**src/rtl/core/gasp_pkg.sv**
```systemverilog
`timescale 1ns / 1ps
// gasp_pkg: shared types, constants and codes of the glyph atlas shelf packer
// no dependencies
package gasp_pkg;

	localparam int ATLAS_WIDTH     = 512;
	localparam int ATLAS_HEIGHT    = 512;
	localparam int MAX_GLYPH_WIDTH = 32;
	localparam int COORD_W         = 10;
	localparam int WORD_BITS       = 64;
	localparam int OFF_W           = $clog2(WORD_BITS);
	localparam int ROW_WORDS       = ATLAS_WIDTH / WORD_BITS;
	localparam int ATLAS_WORDS     = ROW_WORDS * ATLAS_HEIGHT;
	localparam int WORD_AW         = $clog2(ATLAS_WORDS);
	localparam int ROW_AW          = $clog2(ATLAS_HEIGHT);
	localparam int COL_AW          = $clog2(ATLAS_WIDTH);
	localparam int PAT_W           = MAX_GLYPH_WIDTH;
	localparam int FIFO_DEPTH      = 4;
	localparam int FIFO_AW         = $clog2(FIFO_DEPTH);

	typedef enum logic [1:0] {
		KIND_PLACE = 2'd0,
		KIND_ROW   = 2'd1,
		KIND_READ  = 2'd2,
		KIND_BAD   = 2'd3
	} kind_t;

	typedef enum logic [1:0] {
		OP_RESULT = 2'd0,
		OP_WRITE  = 2'd1,
		OP_READ   = 2'd2
	} op_t;

	typedef enum logic [2:0] {
		BK_CLEAR,
		BK_IDLE,
		BK_RDA,
		BK_RDB,
		BK_WRA,
		BK_WRB,
		BK_RDR,
		BK_OUT
	} bk_state_t;

	typedef struct packed {
		logic [1:0]  kind;
		logic [5:0]  glyph_width;
		logic [9:0]  glyph_height;
		logic [63:0] row_text;
		logic [3:0]  row_length;
		logic [14:0] read_address;
	} in_item_t;

	typedef struct packed {
		logic [9:0] place_x;
		logic [9:0] place_y;
		logic       placed;
		logic       rejected;
		logic [7:0] read_data;
		logic [9:0] used_height;
	} out_item_t;

	typedef struct packed {
		op_t                op;
		out_item_t          res;
		logic [WORD_AW-1:0] word_addr;
		logic [OFF_W-1:0]   bit_off;
		logic [PAT_W-1:0]   pattern;
		logic [PAT_W-1:0]   mask;
		logic [2:0]         byte_sel;
	} cmd_t;

endpackage

```
**src/rtl/core/gasp_fifo.sv**
```systemverilog
`timescale 1ns / 1ps
// gasp_fifo: short command queue between front and back parts
// uses gasp_pkg
module gasp_fifo (
	input  logic           clk,
	input  logic           arst_n,
	input  logic           push,
	input  gasp_pkg::cmd_t push_data,
	input  logic           pop,
	output gasp_pkg::cmd_t head,
	output logic           full,
	output logic           empty
);

	gasp_pkg::cmd_t entries_q [gasp_pkg::FIFO_DEPTH];
	logic [gasp_pkg::FIFO_AW:0] wr_ptr_q, rd_ptr_q;

	assign empty = wr_ptr_q == rd_ptr_q;
	assign full  = (wr_ptr_q[gasp_pkg::FIFO_AW] != rd_ptr_q[gasp_pkg::FIFO_AW])
		&& (wr_ptr_q[gasp_pkg::FIFO_AW-1:0] == rd_ptr_q[gasp_pkg::FIFO_AW-1:0]);
	assign head  = entries_q[rd_ptr_q[gasp_pkg::FIFO_AW-1:0]];

	always_ff @(posedge clk) begin
		if (push)
			entries_q[wr_ptr_q[gasp_pkg::FIFO_AW-1:0]] <= push_data;
	end

	always_ff @(posedge clk or negedge arst_n) begin
		if (!arst_n) begin
			wr_ptr_q <= '0;
			rd_ptr_q <= '0;
		end else begin
			if (push) wr_ptr_q <= wr_ptr_q + 1'b1;
			if (pop)  rd_ptr_q <= rd_ptr_q + 1'b1;
		end
	end

endmodule

```
**config.mk**
```make
export PLATFORM = sky130hd
export DESIGN_NAME = gasp_fifo
export DESIGN_NICKNAME = d
export VERILOG_FILES = /design/src/rtl/core/gasp_pkg.sv /design/src/rtl/core/gasp_fifo.sv
export SDC_FILE = /design/constraint.sdc
export NUM_CORES = 1
export LEC_CHECK = 0
export ABC_AREA = 0
export BUFFER_PORTS_ARGS = -buffer_cell sky130_fd_sc_hd__buf_2
export CAP_MARGIN = 20
export CORE_MARGIN = 5
export CORE_UTILIZATION = 60
export CTS_BUF_LIST = sky130_fd_sc_hd__clkbuf_4
export CTS_CLUSTER_SIZE = 8
export DETAILED_ROUTE_END_ITERATION = 16
export PLACE_DENSITY_LB_ADDON = 0.15
export REMOVE_ABC_BUFFERS = 1
export SKIP_CTS_REPAIR_TIMING = 1
export SYNTH_ARGS = -nofsm -noshare
export SYNTH_HDL_FRONTEND = slang
export SYNTH_SLANG_ARGS = --single-unit
export TNS_END_PERCENT = 10
```
**constraint.sdc**
```tcl
create_clock -name clk -period 7.23 [get_ports clk]
set_input_delay 0.3615 -clock clk [delete_from_list [all_inputs] [get_ports clk]]
set_output_delay 0.3615 -clock clk [all_outputs]
set_load 0.03 [all_outputs]
```
Word-level counts from Yosys, hierarchy flattened
Memory sizes are Yosys's and may differ from the RTL's. Cells that the tools add are included.

Reduce and logical (&&, ||, !) cells: 1. Add/sub/neg operators: 2. Equality and inequality tests: 3. Muxes and demuxes: 2.

Operators with widths (count): adder 3 x 1 -> 3 bit (second input constant) (2); equality test 3 bit (1); equality test 2 bit (1); two-way mux 1 bit (2); logical AND 1 bit (1); inequality test 1 bit (1).

Output and inout bits: 129. Register bits: 6. RAM bits: 508. Memories: 1. Bits of input ports: 131. Logic and storage cells: 11.

Memory list: entries_q (words 4, bits a word 127, rd ports 1, clocked after Yosys merged registers in 0, write ports 1, RTL line gasp_fifo.sv:15) `gasp_pkg::cmd_t entries_q [gasp_pkg::FIFO_DEPTH];`.

Depth between registers and ports, before layout
Gate-level depths: netlist of run 1.

Word-level depth: 2. Gate-level depth with buffers: 4. Mapped depth without buffers: 4.

Least setup slack after synthesis of run 1
OpenSTA, ideal clock, no wires.

Kind: reg2reg. Start point: register wr_ptr_q[0] (netlist bit). End point: memory entries_q[0][0] (netlist bit) (enable). Buffers on the path: 0. Required time: 6.729 ns. Stages on the path, launching flop included: 4. Setup time: 0.501 ns. Setup slack: 3.168 ns. Data arrival time: 3.561 ns. Cells stage by stage: dfrtp_1 > inv_1 > ha_1 > and2_1.

RTL lines: start: declaration (RTL line gasp_fifo.sv:16) `logic [gasp_pkg::FIFO_AW:0] wr_ptr_q, rd_ptr_q;`; start signal: assignment (RTL line gasp_fifo.sv:33) `if (push) wr_ptr_q <= wr_ptr_q + 1'b1;`; end: declaration (RTL line gasp_fifo.sv:15).

Straight into the memory's write port.

==> impl_metrics.ini, run 1 <==
[grt]
met1_usage = 0.2668
antenna_found_initial = 4
grt_pass1_vias = 9604
use_met3 = 0.06801
grt_usage = 0.1996
top_usage_layer = met2
overflow = 0
gr-usage-met2 = 0.3169
grt_max_degree = 75
grt_pass1_wl_mm = 53.56

[synth]
syn_area_per_cell_um2 = 26.95
ys_seq_area_frac = 0.8248
ys_types = 17
synthCells = 693
yosysWarnings = 0
syn_area_um2 = 18680
ys_ff_latch = 514

[clock_network]
clock-root-buffer = clkbuf_4
clkTransAtPathRegs_ns = 0.07
cts_buffer_depth = 3
htreeDepth = 4
clk_latency_ns = 0.76
cts_buffers = 130
cts_tree = yes
cts.sink_count = 514

[setup_path]
end_kind = output port
max_stage_delay_ns = 0.82
critPathTopFamily = buffers and inverters
critPathBufInv = 3
crit_required_ns = 6.87
arrival_ns = 3.36
path_max_fanout = 46
startpoint_type = flip-flop
crit_type = flip-flop to output port
crit_path_top_delay_cell = buf_4
path_cells = buf_16, buf_4, mux4_2, buf_2

[sta]
finalClockSkew_ns = 0.05598
max-slew-margin-rel = 0.3022
fin_crit_ns = 3.725
setup-tns-final_ns = 0
rsz0062_at_grt = false
finalCritPeriodShare = 0.5152
maxSlewViolCount = 0
tightest_slew_ns = 1.047
fmaxAchievable_mhz = 268.4
setup_viol = 0
hold_viol_final = 0
layout_setup_ws_ns = 3.505

[placed_design]
port_buffers = 259
place.gp.congestion = 0.7075
dpl_worst_slack_ns = 3.856
dp_hpwl_mm = 19.60

[floorplanning]
io_pins = 260
die_area_um2 = 34760
start_util = 0.6090
dieHeight_um = 186.4
core_area_um2 = 30670
die_w_um = 186.4
fp-row-count = 64

[final_layout]
fillers = 1731
drive_gt1_frac = 0.4751
nets = 1335
final_util = 0.7605
areaGrowthSynthToFinish_pct = 24.88

[routing]
wl_per_cell_um = 21.24
routed_wl_mm = 35.79
firstDrtPassIters = 5
detail_route.vias_per_cell = 5.442
first_iter_violations = 572
drc_errors = 0
drtAntennaViolNets = 0
dr_total_vias = 9169

[hold_path]
hold_path.class = input port to flip-flop

[power]
p_per_area_nw_per_um2 = 416.4
p_leak_nw = 8.243
peakVddDrop_v = 0.0002880

[run_status]
status = completed

[run]
max_cap_violations = 0
cell usage in the layout, fill, tap and decap left out, types with 3 or more instances in the layout:
cell and count:
ha_1 5, inv_6 4, clkinvlp_4 5, mux4_2 127, clkbuf_4 188, diode_2 3
buf_4 10, clkinv_2 4, edfxtp_1 508, clkinv_1 13, xor2_1 5, and2_4 4
buf_2 259, dfrtp_1 4, dlygate4sd3_1 131
routing by layer:
metal	vias to the layer above	share of wire	wire [µm]
li1	4115	-	-
met2	328	0.51	18360
met4	2	0.012	447
met1	4674	0.41	14500
met5	-	0.00031	11
met3	50	0.069	2471
layout make-up:
class                      count  area [µm²]  area share
inverter                       2       7.507   0.0003219
tap                          396       495.5     0.02124
sequential                   514       15410      0.6608
multi-input combinational    149        3055      0.1310
timing repair buffer         402        2738      0.1174
antenna                        3       7.507   0.0003219
clock inverter                31       196.4    0.008422
clock buffer                 188        1411     0.06051
synthesized netlist by cell type:
master | number | area (µm²)
and2_1 | 4 | 25.02
buf_1 | 1 | 3.750
buf_2 | 13 | 65.06
buf_6 | 13 | 146.4
clkbuf_1 | 1 | 3.750
dfrtp_1 | 6 | 150.1
edfxtp_1 | 508 | 15250
ha_1 | 5 | 62.56
inv_1 | 2 | 7.510
mux2_2 | 1 | 11.26
mux4_2 | 127 | 2860
nand2_1 | 2 | 7.510
nor3_1 | 1 | 5.000
nor3b_1 | 1 | 7.510
o21ai_0 | 1 | 5.000
xnor2_1 | 2 | 17.52
xor2_1 | 5 | 43.79
metrics by stage:
| stage | std cells | area, µm² | power, W | hold slack, ns |
|---|---|---|---|---|
| floorplan | 665 | 18460 | 0.006630 | 0.06591 |
| global placement | 1330 | 20340 | 0.007391 | 0.1962 |
| detailed placement | 1330 | 20340 | 0.007418 | 0.1977 |
| CTS | 1549 | 21950 | 0.009773 | -0.6645 |
| global route | 1685 | 23320 | 0.01022 | 0.2466 |
| finish | 1685 | 23320 | 0.009713 | 0.3581 |
state kept, by name, indices dropped and copies added (netlist names):
register / cells
wr_ptr_q: 3
entries_q: 508
rd_ptr_q: 3
power by group:
| part | switching (W) | internal (W) | leakage [nW] | total, W |
|---|---|---|---|---|
| Clock | 0.00110 | 0.00124 | 0.951 | 0.00233 |
| Combinational | 0.00211 | 0.00120 | 2.56 | 0.00331 |
| Sequential | 0.000169 | 0.00390 | 4.73 | 0.00407 |
| Total | 0.00337 | 0.00634 | 8.24 | 0.00971 |
final timing paths:
kind / cells after the start / endpoint / from / slack (ns)
worst max-delay path: 4 / head[102] / rd_ptr_q[0] / 3.50
worst min-delay path: 2 / entries_q[1][81] / push_data[81] / 0.36
worst max register to register: 4 / entries_q[2][119] / wr_ptr_q[0] / 4.43
worst min register to register: 1 / wr_ptr_q[2] / wr_ptr_q[2] / 0.49
max in group asynchronous: 3 / rd_ptr_q[1] / arst_n / 6.34
min in group asynchronous: 3 / rd_ptr_q[0] / arst_n / 0.60
kinds of logic after synthesis:
family | count (synthesis) | synth area share
AO/OA/AOI/OAI | 1 | 0.0002677
multiplexers | 128 | 0.1537
adder cells (fa/ha/maj) | 5 | 0.003350
flip-flops | 514 | 0.8248
XOR/XNOR | 7 | 0.003283
buffers and inverters | 30 | 0.01213
AND/OR/NAND/NOR | 8 | 0.002412
worst register-to-register path, stage by stage, from the launching register on:
cell     delay (ns)
dfrtp_1        0.46
inv_1          0.11
ha_1           0.14
and2_4         0.83
buf_4          0.84
No activity file was read; power rests on OpenSTA's default activity.
==> run 2: changes to the inputs <==
--- a/config.mk
+++ b/config.mk
@@ -9,7 +9,7 @@
 export BUFFER_PORTS_ARGS = -buffer_cell sky130_fd_sc_hd__buf_2
 export CAP_MARGIN = 20
 export CORE_MARGIN = 5
-export CORE_UTILIZATION = 60
+export CORE_UTILIZATION = 59
 export CTS_BUF_LIST = sky130_fd_sc_hd__clkbuf_4
 export CTS_CLUSTER_SIZE = 8
 export DETAILED_ROUTE_END_ITERATION = 16
==> constraint.sdc (replaced) <==
create_clock -name clk -period 3.9 [get_ports clk]
set_input_delay 0.195 -clock clk [delete_from_list [all_inputs] [get_ports clk]]
set_output_delay 0.195 -clock clk [all_outputs]
set_load 0.03 [all_outputs]
==> run 2 against run 1 <==
  * Clock-buffer cell count shrank 8
  * Register-to-register slack worse by 2.7 ns
  * Setup slack got worse by 2.7 ns
  * Critical path type unchanged
  * Non-clock buffer count is 2 higher
  * Critical endpoint is now head[29]
  * Largest power group unchanged
  * Critical path depth down 1
  * Utilization is 1.4 points lower
==> impl_metrics.ini, run 2 (synthesized netlist as in run 1, its figures left out) <==
[hold_path]
hold_path.class = input port to flip-flop
holdPathStages = 2

[floorplanning]
die_w_um = 187.9
core_area_um2 = 31390
fp-row-count = 65
start_util = 0.5949
dieHeight_um = 187.9
die_area_um2 = 35310
io_pins = 260

[final_layout]
areaGrowthSynthToFinish_pct = 25.39
fillers = 1777
layout.cells.non_filler = 1685
drive_gt1_frac = 0.4679
final_common_cell = edfxtp_1
nets = 1337
largest_reg_flops = 508
final_util = 0.7460
final_cell_mix = edfxtp_1 (508), buf_2 (259), clkbuf_4 (180)

[sta]
layout_setup_ws_ns = 0.8544
hold_viol_final = 0
setup_viol = 0
maxSlewViolCount = 0
max-slew-margin-rel = 0.5088
setup-tns-final_ns = 0
fin_crit_ns = 3.046
rsz0062_at_grt = false
finalCritPeriodShare = 0.7809
fmaxAchievable_mhz = 328.3
finalClockSkew_ns = 0.03276
tightest_slew_ns = 0.7367

[setup_path]
end_kind = output port
reg2reg_slack_ns = 1.76
crit_required_ns = 3.70
r2r-end = entries_q[2][36]
worst_r2r_path_depth = 4
crit_end = head[29]
path_max_fanout = 61
startpoint_type = flip-flop
crit_type = flip-flop to output port
setup.worst_path.start = rd_ptr_q[0]
arrival_ns = 2.85
timing.rr.start = wr_ptr_q[0]

[routing]
met1_length_mm = 14.64
firstDrtPassIters = 4
maxUsedRoutingLayer = met5
first_iter_violations = 594
wl_per_cell_um = 21.44
wl_met3_mm = 2.711
drc_errors = 0
dr_total_vias = 9205
detail_route.vias_per_cell = 5.463
dr_wl_met2_mm = 18.34
routed_wl_mm = 36.13
drtAntennaViolNets = 0

[placed_design]
port_buffers = 259
placedCellCount = 1340
dp_hpwl_mm = 20.63
dpl_worst_slack_ns = 1.542
place.gp.congestion = 0.7003

[run]
max_cap_violations = 0

[clock_network]
clk_latency_ns = 0.74
clkTransAtPathRegs_ns = 0.07
htreeDepth = 4
cts_buffers = 130
cts_buffer_depth = 3
cts_tree = yes
clock-root-buffer = clkbuf_4
cts.sink_count = 514

[grt]
grt_pass1_vias = 9674
antenna_found_initial = 6
grt_pass1_wl_mm = 54.47
grt_max_degree = 80
overflow = 0
grt_usage = 0.2037

[run_status]
status = completed

[power]
peakVddDrop_v = 0.0005024
p_per_area_nw_per_um2 = 777.0
p_leak_nw = 8.268
[run 2: cell count changes in the layout (fill, tap and decap cells not counted), sizes merged]
cell / before / now
clkbuf: 188 / 180
clkinvlp: 5 / 2
diode: 3 / 5
clkinv: 19 / 20
buf: 271 / 273
bufinv: 1 / 6
inv: 8 / 3
[run 2: worst max-delay path, stage by stage (launching register included)]
cell and delay, ns:
dfrtp_4 0.76, buf_12 0.44, mux4_2 0.61, buf_2 0.20
[run 2: layout make-up]
cell class	count	area, µm²	area share
diodes	5	12.51	0.0005343
repair buffers	404	2800	0.1196
well taps	402	503.0	0.02148
clock inverters	29	276.5	0.01181
inverters	2	7.507	0.0003206
flip-flops and latches	514	15410	0.6581
clock buffers	180	1351	0.05770
multi-input cells	149	3055	0.1305
[run 2: how the worst min path moves through the flow]
stage / start / end / slack [ns]
after detailed placement: arst_n / wr_ptr_q[1] / 0.04
after floorplan: arst_n / rd_ptr_q[0] / -0.10
after global routing: push_data[121] / entries_q[2][121] / 0.08
after global placement: arst_n / wr_ptr_q[1] / 0.04
final: push_data[121] / entries_q[2][121] / 0.18
after CTS: arst_n / wr_ptr_q[2] / -0.81
[run 2: routing by layer]
metal / global-route usage / up-vias
li1: - / 4117
met1: 0.2651 / 4716
met2: 0.3200 / 324
met3: 0.07781 / 46
met4: 0.07425 / 2
met5: 0 / -
[run 2: per-stage QoR]
stage	power, W	hold WS (ns)	instance area [µm²]
4_1_cts	0.01838	-0.8150	22090
5_1_grt	0.01916	0.08222	23420
2_1_floorplan	0.01196	-0.1006	18460
3_5_place_dp	0.01384	0.03782	20470
3_3_place_gp	0.01379	0.03946	20470
6_report	0.01820	0.1830	23420
[run 2: power breakdown]
part	total (W)	leakage [nW]	switching, W	internal, W
Sequential	0.00761	4.73	0.000392	0.00722
Clock	0.00449	0.954	0.00198	0.00251
Combinational	0.00610	2.58	0.00384	0.00226
